**src/rtl/prb_pkg.sv**
```systemverilog
// ---------------------------------------------------------------------------
// Packet receive ring buffer package
// Shared types, codes and defaults for the packet receive ring buffer.
// ---------------------------------------------------------------------------
package prb_pkg;

    // Default ring depth in bytes.
    localparam int BUFFER_DEPTH_DEF = 128;

    // Register reset values.
    localparam logic [7:0] MAX_LEN_RESET = 8'd64;
    localparam logic [7:0] MIN_LEN_RESET = 8'd7;

    // Trailer bytes that the radio appends to the payload length.
    localparam logic [7:0] TRAILER_BYTES = 8'd2;

    // Configuration register indexes.
    localparam logic CFG_MAX_LEN = 1'b0;
    localparam logic CFG_MIN_LEN = 1'b1;

    // Item operation codes.
    localparam logic [1:0] FUNC_HEADER = 2'd0;
    localparam logic [1:0] FUNC_BODY   = 2'd1;
    localparam logic [1:0] FUNC_READ   = 2'd2;

    // Result status codes.
    localparam logic [2:0] ST_NONE     = 3'd0;
    localparam logic [2:0] ST_ACCEPT   = 3'd1;
    localparam logic [2:0] ST_OVERFLOW = 3'd2;
    localparam logic [2:0] ST_BADLEN   = 3'd3;
    localparam logic [2:0] ST_FLUSHED  = 3'd4;
    localparam logic [2:0] ST_STORED   = 3'd5;
    localparam logic [2:0] ST_DROPPED  = 3'd6;

    // Input beat payload.
    typedef struct packed {
        logic [1:0] func;
        logic       rx_overflow;
        logic [7:0] data_byte;
    } in_item_t;

    // Output beat payload.
    typedef struct packed {
        logic [2:0] status;
        logic [7:0] read_data;
        logic       was_empty;
    } out_item_t;

    // Per-item result from the control unit, before the memory data joins it.
    typedef struct packed {
        logic [2:0] status;
        logic       was_empty;
        logic       is_read;
    } ctrl_result_t;

endpackage

```
**src/rtl/prb_ram.sv**
```systemverilog
// ---------------------------------------------------------------------------
// Generic single-port-write RAM
// One write port and one read port with a registered, enabled read.
// ---------------------------------------------------------------------------
module prb_ram #(
    parameter int WIDTH = 8,
    parameter int DEPTH = 128
) (
    input  logic                     clk,
    input  logic                     we,
    input  logic [$clog2(DEPTH)-1:0] waddr,
    input  logic [WIDTH-1:0]         wdata,
    input  logic                     re,
    input  logic [$clog2(DEPTH)-1:0] raddr,
    output logic [WIDTH-1:0]         rdata
);

    logic [WIDTH-1:0] mem [DEPTH];

    // Write port.
    always_ff @(posedge clk)
    begin
        if (we)
        begin
            mem[waddr] <= wdata;
        end
    end

    // Registered read; the data holds while the read is not enabled.
    always_ff @(posedge clk)
    begin
        if (re)
        begin
            rdata <= mem[raddr];
        end
    end

endmodule

```
**src/rtl/prb_ctrl.sv**
```systemverilog
// ---------------------------------------------------------------------------
// Packet receive ring buffer control
// Holds the ring pointers and the pending body count, judges headers and
// drives the ring memory ports for each accepted beat.
// ---------------------------------------------------------------------------
module prb_ctrl #(
    parameter int BUFFER_DEPTH = prb_pkg::BUFFER_DEPTH_DEF
) (
    input  logic                            clk,
    input  logic                            rst_n,
    input  logic                            accept,
    input  prb_pkg::in_item_t               item,
    input  logic [7:0]                      max_len,
    input  logic [7:0]                      min_len,
    output logic                            ram_we,
    output logic [$clog2(BUFFER_DEPTH)-1:0] ram_waddr,
    output logic [7:0]                      ram_wdata,
    output logic                            ram_re,
    output logic [$clog2(BUFFER_DEPTH)-1:0] ram_raddr,
    output prb_pkg::ctrl_result_t           result
);

    localparam int IDX_W = $clog2(BUFFER_DEPTH);
    localparam int CNT_W = IDX_W + 1;
    localparam logic [IDX_W-1:0] LAST_IDX = IDX_W'(BUFFER_DEPTH - 1);
    localparam logic [CNT_W-1:0] DEPTH_C  = CNT_W'(BUFFER_DEPTH);

    logic [IDX_W-1:0] write_index_reg, write_index_next;
    logic [IDX_W-1:0] read_index_reg, read_index_next;
    logic [7:0]       pending_reg, pending_next;

    logic [CNT_W-1:0] w_ext, r_ext, free_cnt;
    logic [8:0]       free9, size9;
    logic [7:0]       size;
    logic [IDX_W-1:0] write_adv, read_adv;

    // Free space with one slot always kept empty.
    assign w_ext = {1'b0, write_index_reg};
    assign r_ext = {1'b0, read_index_reg};

    always_comb
    begin
        if (write_index_reg < read_index_reg)
        begin
            free_cnt = r_ext - w_ext - CNT_W'(1);
        end
        else
        begin
            free_cnt = DEPTH_C - w_ext + r_ext - CNT_W'(1);
        end
    end

    assign free9 = 9'(free_cnt);
    assign size  = item.data_byte + prb_pkg::TRAILER_BYTES;
    assign size9 = {1'b0, size};

    // Pointer increments wrap at the ring depth.
    assign write_adv = (write_index_reg == LAST_IDX) ? '0 : write_index_reg + IDX_W'(1);
    assign read_adv  = (read_index_reg == LAST_IDX) ? '0 : read_index_reg + IDX_W'(1);

    // Per-beat decision and next state.
    always_comb
    begin
        write_index_next = write_index_reg;
        read_index_next  = read_index_reg;
        pending_next     = pending_reg;
        ram_we           = 1'b0;
        ram_wdata        = item.data_byte;
        ram_re           = 1'b0;
        result.status    = prb_pkg::ST_NONE;
        result.was_empty = 1'b0;
        result.is_read   = 1'b0;

        if (accept)
        begin
            case (item.func)
                prb_pkg::FUNC_HEADER:
                begin
                    pending_next = '0;
                    if (item.rx_overflow)
                    begin
                        result.status = prb_pkg::ST_OVERFLOW;
                    end
                    else if (size >= max_len || size < min_len)
                    begin
                        result.status = prb_pkg::ST_BADLEN;
                    end
                    else if (free9 > size9)
                    begin
                        ram_we           = 1'b1;
                        ram_wdata        = size;
                        write_index_next = write_adv;
                        pending_next     = size;
                        result.status    = prb_pkg::ST_ACCEPT;
                    end
                    else
                    begin
                        write_index_next = '0;
                        read_index_next  = '0;
                        result.status    = prb_pkg::ST_FLUSHED;
                    end
                end
                prb_pkg::FUNC_BODY:
                begin
                    if (pending_reg != 8'd0)
                    begin
                        ram_we           = 1'b1;
                        write_index_next = write_adv;
                        pending_next     = pending_reg - 8'd1;
                        result.status    = prb_pkg::ST_STORED;
                    end
                    else
                    begin
                        result.status = prb_pkg::ST_DROPPED;
                    end
                end
                prb_pkg::FUNC_READ:
                begin
                    ram_re           = 1'b1;
                    read_index_next  = read_adv;
                    result.was_empty = (read_index_reg == write_index_reg);
                    result.is_read   = 1'b1;
                end
                default:
                begin
                    result.status = prb_pkg::ST_NONE;
                end
            endcase
        end
    end

    assign ram_waddr = write_index_reg;
    assign ram_raddr = read_index_reg;

    // Pointer and count registers.
    always_ff @(posedge clk or negedge rst_n)
    begin
        if (!rst_n)
        begin
            write_index_reg <= '0;
            read_index_reg  <= '0;
            pending_reg     <= '0;
        end
        else
        begin
            write_index_reg <= write_index_next;
            read_index_reg  <= read_index_next;
            pending_reg     <= pending_next;
        end
    end

endmodule

```
**src/rtl/packet_rx_ring_buffer_top.sv**
```systemverilog
// ---------------------------------------------------------------------------
// Packet receive ring buffer, top level
// Radio receive ring with packet admission, configuration registers and a
// registered result stage.
// ---------------------------------------------------------------------------
// The block takes one beat per clock cycle and returns exactly one result
// beat for each, in the cycle after acceptance. The rate is set by the ring
// memory, which sees at most one write or one registered read per beat, and
// by the single result register: a new beat is taken whenever that register
// is empty or is being emptied in the same cycle. Header beats judge the
// packet length against the limits and the free space, body beats fill the
// ring while bytes are expected, and read beats return the byte at the read
// pointer and always advance it. Entries that were never written read back
// with undefined contents. Configuration writes are accepted in every cycle.
// ---------------------------------------------------------------------------
module packet_rx_ring_buffer_top #(
    parameter int BUFFER_DEPTH = prb_pkg::BUFFER_DEPTH_DEF
) (
    input  logic               clk,
    input  logic               rst_n,
    input  logic               in_valid,
    output logic               in_stall,
    input  prb_pkg::in_item_t  in_data,
    output logic               out_valid,
    input  logic               out_stall,
    output prb_pkg::out_item_t out_data,
    input  logic               cfg_valid,
    output logic               cfg_ready,
    input  logic               cfg_index,
    input  logic [7:0]         cfg_data
);

    localparam int IDX_W = $clog2(BUFFER_DEPTH);

    logic                  accept;
    logic [7:0]            max_len_reg, min_len_reg;
    logic                  out_valid_reg;
    logic [2:0]            status_reg;
    logic                  was_empty_reg;
    logic                  is_read_reg;
    prb_pkg::ctrl_result_t result;
    logic                  ram_we, ram_re;
    logic [IDX_W-1:0]      ram_waddr, ram_raddr;
    logic [7:0]            ram_wdata, ram_rdata;

    // Input handshake: hold off only while a result waits downstream.
    assign in_stall  = out_valid_reg && out_stall;
    assign accept    = in_valid && !in_stall;
    assign cfg_ready = 1'b1;

    // Configuration registers.
    always_ff @(posedge clk or negedge rst_n)
    begin
        if (!rst_n)
        begin
            max_len_reg <= prb_pkg::MAX_LEN_RESET;
            min_len_reg <= prb_pkg::MIN_LEN_RESET;
        end
        else if (cfg_valid && cfg_ready)
        begin
            case (cfg_index)
                prb_pkg::CFG_MAX_LEN: max_len_reg <= cfg_data;
                prb_pkg::CFG_MIN_LEN: min_len_reg <= cfg_data;
                default:              max_len_reg <= max_len_reg;
            endcase
        end
    end

    // Pointer control and admission.
    prb_ctrl #(
        .BUFFER_DEPTH (BUFFER_DEPTH)
    ) u_ctrl (
        .clk       (clk),
        .rst_n     (rst_n),
        .accept    (accept),
        .item      (in_data),
        .max_len   (max_len_reg),
        .min_len   (min_len_reg),
        .ram_we    (ram_we),
        .ram_waddr (ram_waddr),
        .ram_wdata (ram_wdata),
        .ram_re    (ram_re),
        .ram_raddr (ram_raddr),
        .result    (result)
    );

    // Ring storage.
    prb_ram #(
        .WIDTH (8),
        .DEPTH (BUFFER_DEPTH)
    ) u_ram (
        .clk   (clk),
        .we    (ram_we),
        .waddr (ram_waddr),
        .wdata (ram_wdata),
        .re    (ram_re),
        .raddr (ram_raddr),
        .rdata (ram_rdata)
    );

    // Result valid flag.
    always_ff @(posedge clk or negedge rst_n)
    begin
        if (!rst_n)
        begin
            out_valid_reg <= 1'b0;
        end
        else if (accept)
        begin
            out_valid_reg <= 1'b1;
        end
        else if (!out_stall)
        begin
            out_valid_reg <= 1'b0;
        end
    end

    // Result payload; the memory read data is registered alongside.
    always_ff @(posedge clk)
    begin
        if (accept)
        begin
            status_reg    <= result.status;
            was_empty_reg <= result.was_empty;
            is_read_reg   <= result.is_read;
        end
    end

    assign out_valid          = out_valid_reg;
    assign out_data.status    = status_reg;
    assign out_data.was_empty = was_empty_reg;
    assign out_data.read_data = is_read_reg ? ram_rdata : 8'd0;

endmodule
```
**config.mk**
```make
export PLATFORM = sky130hd
export DESIGN_NAME = packet_rx_ring_buffer_top
export DESIGN_NICKNAME = d
export VERILOG_FILES = /design/src/rtl/prb_pkg.sv /design/src/rtl/prb_ram.sv /design/src/rtl/prb_ctrl.sv /design/src/rtl/packet_rx_ring_buffer_top.sv
export SDC_FILE = /design/constraint.sdc
export NUM_CORES = 1
export LEC_CHECK = 0
export BUFFER_PORTS_ARGS = -buffer_cell sky130_fd_sc_hd__buf_2
export CORE_ASPECT_RATIO = 1.2
export CORE_MARGIN = 10
export CORE_UTILIZATION = 32
export CTS_CLUSTER_DIAMETER = 60
export CTS_CLUSTER_SIZE = 25
export DETAILED_ROUTE_END_ITERATION = 16
export SYNTH_ARGS = -nofsm -noshare
export SYNTH_HDL_FRONTEND = slang
export SYNTH_SLANG_ARGS = --single-unit
export TNS_END_PERCENT = 30
```
**constraint.sdc**
```tcl
create_clock -name clk -period 17.73 [get_ports clk]
set_input_delay 0.8865 -clock clk [delete_from_list [all_inputs] [get_ports clk]]
set_output_delay 0.8865 -clock clk [all_outputs]
set_load 0.01 [all_outputs]
```
==> impl_results.md <==
- Hold WS: 0.359 ns
- Largest family of logic cells by synthesized area: multiplexers
- First-pass GRT wire length: ~160000 um
- DR vias: 22890
- Fin crit share: 0.339
- Gate Count Post-Synth: 2597
- Layout cell share with drive strength beyond 1: 0.137
- Synth Area in Compound Gates: 0.0388
- Vias in the first global route: 23128
- Max reg flops: between 1000 and 1500
- CP Data Arrival Time: 6.30 ns
- Post-detail-place hpwl: 66800 um
- Synthesis-to-finish area growth: 9.57%
- CTS root buf: clkbuf_16
- TritonCTS clock tree: yes
- Core area: 136000 um2
- Avg Synthesized Cell Area: 16.8 um2
- Seq cells post-synth: 1076
- Total nets after synthesis: 2665
- Mux share of post-synthesis cell area: 0.127
- Maximum clock rate: 166 MHz
- Post-synthesis sequential area ratio: 0.736
- Lkg Pwr: 15.2 nW
- Synthesis Warnings: 0
- Worst VDD drop: 0.000111 V
- Power per cell area: 120 nW/um2
- Final setup viols: 0
- Synth Area in Adders: 0.0125
- Slew HR: 0.125
- Clock sinks: 1076
- Crit Path Category: flip-flop to flip-flop
- Crit-path cells: ha_1 -> inv_1 -> fa_1 -> inv_1 -> a21o_1 -> a21oi_1 -> o21ai_0 -> a21oi_1 -> xnor2_1 -> ha_1 -> nand4_1 -> a21o_1 -> a211oi_4 -> a21boi_4 -> buf_4 -> or4_2 -> nor2_1
- Largest Register: u_ram.mem
- Starting Density: 0.322
- Asr flop ratio synth: 0.0362
- Worst path slowest cell: or4_2
- Simple-gate share of the synthesized area: 0.0636
- Drt wl/cell: about 24 um
- WL final: 107000 um
- Largest net degree at the start of global routing: between 100 and 150
- Max cap viols: 0
- Vias per inst: 5.14
- Min Clock Period, post-route: around 6 ns
- I/O pin cnt: 40
- Longest Clk Path Bufs: 3
- Worst-Skew Late Latency: roughly 0.69 ns
- Endpoint class of the critical path: flip-flop
- Port Buf Inserts: 38
- Die area: 152000 um2
- WP buf/inv: 3
- Initial DRC count: 2395
- Initial antenna violation count: 3
- Post-route ant nets: 0
- Rows: 148
- # DRC: 0
- Critical Path Start Type: flip-flop
- Overall Global Routing Usage: 0.138
- DRT Pass-1 Iters: 7
- CP required: 18.02 ns
- Setup TNS Final: 0 ns
- Worst-path maximum fanout: 42
- GRT overflow: 0
- Distinct cell type count after synthesis: 66
- Status: completed
- Ys flop type: edfxtp_1
- Layout Nets: 2687
- Xor-xnor portion of the synthesized cell area: 0.00321
- RSZ-0062 raised after global routing: no
- Routability cong.: 0.851
- Die Wd: between 300 and 400 um
- Synthesized area: 43600 um2
- Top delay family on crit path: simple AND/OR/NAND/NOR gates
- CTS resizes: 0
- CTS Buf Count: 57
- Post-synth EDFFs: between 1000 and 1500
- Count of final hold-check violations: 0
- H-tree levels: 2
- CTS hold repair buffers: 0
- Layout Skew: between 0.05 and 0.06 ns
- Worst hold path class: primary input to async pin
- Die H: approximately 420 um
- Fin. max-slew vios: 0
- Total chip power: approximately 5.7 mW
- Postcts setup bufs: 0
- Largest stage delay, worst path: 1.12 ns
- Slew @ Worst Pin: between 1 and 1.5 ns
- Worst-path clk slew: 0.09 ns
where the power goes:
group / leakage [nW] / total (mW) / switching [mW] / internal (mW)
Combinational: 4.51 / 1.38 / 0.846 / 0.538
Sequential: 9.80 / 2.91 / 0.0832 / 2.82
Clock: 0.858 / 1.46 / 0.833 / 0.622
worst register-to-register path, cell delays in order, from the launching register on:
cell	delay, ns
dfrtp_4	0.89
ha_1	0.31
inv_1	0.07
fa_1	0.40
inv_1	0.07
a21o_1	0.11
a21oi_1	0.09
o21ai_0	0.17
a21oi_1	0.10
xnor2_1	0.14
ha_1	0.32
nand4_1	0.14
a21o_1	0.22
a211oi_4	0.27
a21boi_4	0.08
buf_4	0.35
or4_2	1.14
nor2_1	0.77
final timing paths:
| check | from | end | slack [ns] | cells after the start |
|---|---|---|---|---|
| setup / recovery | u_ctrl.ram_raddr[0] | u_ram.mem[6][5] | 11.72 | 17 |
| hold / removal | rst_n | u_ctrl.ram_waddr[4] | 0.36 | 1 |
| setup reg to reg | u_ctrl.ram_raddr[0] | u_ram.mem[6][5] | 11.72 | 17 |
| hold reg to reg | min_len_reg[4] | min_len_reg[4] | 0.52 | 1 |
| max in group asynchronous | rst_n | u_ctrl.ram_raddr[1] | 16.68 | 1 |
| min in group clk | cfg_data[7] | max_len_reg[7] | 0.44 | 3 |
cell usage in the layout (no fill, tap or decap), types with 6 or more instances in the layout:
cell | Yosys | routed
mux2i_1 | 244 | 244
nor3_1 | 102 | 100
mux2_2 | 9 | 9
mux4_2 | 134 | 134
ha_1 | 42 | 42
nand2_1 | 162 | 161
and2_1 | 10 | 10
xnor2_1 | 11 | 6
dfrtp_1 | 35 | 32
edfxtp_1 | 1037 | 1037
a22oi_1 | 9 | 9
o21ai_0 | 122 | 122
buf_4 | 2 | 63
buf_2 | 49 | 37
nand4_1 | 27 | 27
a31oi_1 | 16 | 16
o22ai_1 | 61 | 61
nand3_1 | 75 | 74
inv_1 | 47 | 47
a21oi_1 | 32 | 31
o221ai_1 | 7 | 7
nor2_1 | 181 | 181
clkbuf_16 | 0 | 58
inv_6 | 0 | 7
a21o_1 | 11 | 11
layer usage:
metal | routed length (um) | track usage | vias up
met3 | 5620 | 0.0176 | 160
li1 | - | - | 10190
met1 | 45200 | 0.184 | 11831
met2 | 53000 | 0.233 | 705
met5 | 18 | 0 | -
met4 | 3530 | 0.0450 | 4
synth_stat cells, types with 2 or more instances:
master | n | share of area
o221ai_1 | 7 | 0.0014
or3_1 | 5 | 0.00072
a211oi_1 | 4 | 0.00069
nor2b_1 | 5 | 0.00072
clkbuf_1 | 71 | 0.0061
a22oi_1 | 9 | 0.0015
nand2_1 | 162 | 0.014
or3b_1 | 2 | 0.00040
nor4_1 | 5 | 0.00072
a21o_1 | 11 | 0.0019
edfxtp_1 | 1037 | 0.71
nand4_1 | 27 | 0.0039
o22ai_1 | 61 | 0.0087
nand2b_1 | 5 | 0.00072
nand3_1 | 75 | 0.0086
and3_1 | 5 | 0.00072
a21oi_1 | 32 | 0.0037
nor2_1 | 181 | 0.016
inv_1 | 47 | 0.0040
o21ai_0 | 122 | 0.014
o2111ai_1 | 2 | 0.00040
xor2_1 | 5 | 0.0010
mux4_2 | 134 | 0.069
buf_2 | 49 | 0.0056
o22a_1 | 2 | 0.00040
buf_4 | 2 | 0.00034
and2_1 | 10 | 0.0014
xnor2_1 | 11 | 0.0022
nor3b_1 | 2 | 0.00034
dfrtp_1 | 35 | 0.020
ha_1 | 42 | 0.012
mux2_2 | 9 | 0.0023
mux2i_1 | 244 | 0.056
or2_2 | 2 | 0.00029
dfstp_2 | 4 | 0.0024
a31oi_1 | 16 | 0.0023
o211ai_1 | 2 | 0.00034
buf_6 | 4 | 0.0010
buf_1 | 12 | 0.0010
or4_1 | 5 | 0.00086
a22o_1 | 4 | 0.00080
nand3b_1 | 3 | 0.00052
nor3_1 | 102 | 0.012
final cells by class:
class,instances,area (um2)
sequential,1076,32100
timing repair buffer,102,698
tap,1800,2250
antenna,1,2.50
clock inverter,29,294
inverter,48,180
clock buffer,61,1460
fill,12727,87700
multi-input combinational,1334,10800
kinds of logic after synthesis:
| family | after synthesis |
|---|---|
| xor gates and xnor gates | 16 |
| DFF | 1076 |
| and+or+nand+nor | 604 |
| AOI/OAI and AO/OA | 283 |
| muxes | 387 |
| adders and majority gates | 43 |
| buffers and inverters | 187 |
| other | 1 |
stage by stage:
step	instances	util	setup WS (ns)	area, um2
after detailed placement	4360	0.340	11.39	46100
after CTS	4450	0.353	11.72	47800
after global routing	4451	0.353	11.37	47800
final	4451	0.353	11.72	47800
after floorplan	2597	-	9.51	43600
after global placement	4360	0.340	11.38	46100
No activity file was read; power rests on OpenSTA's default activity.
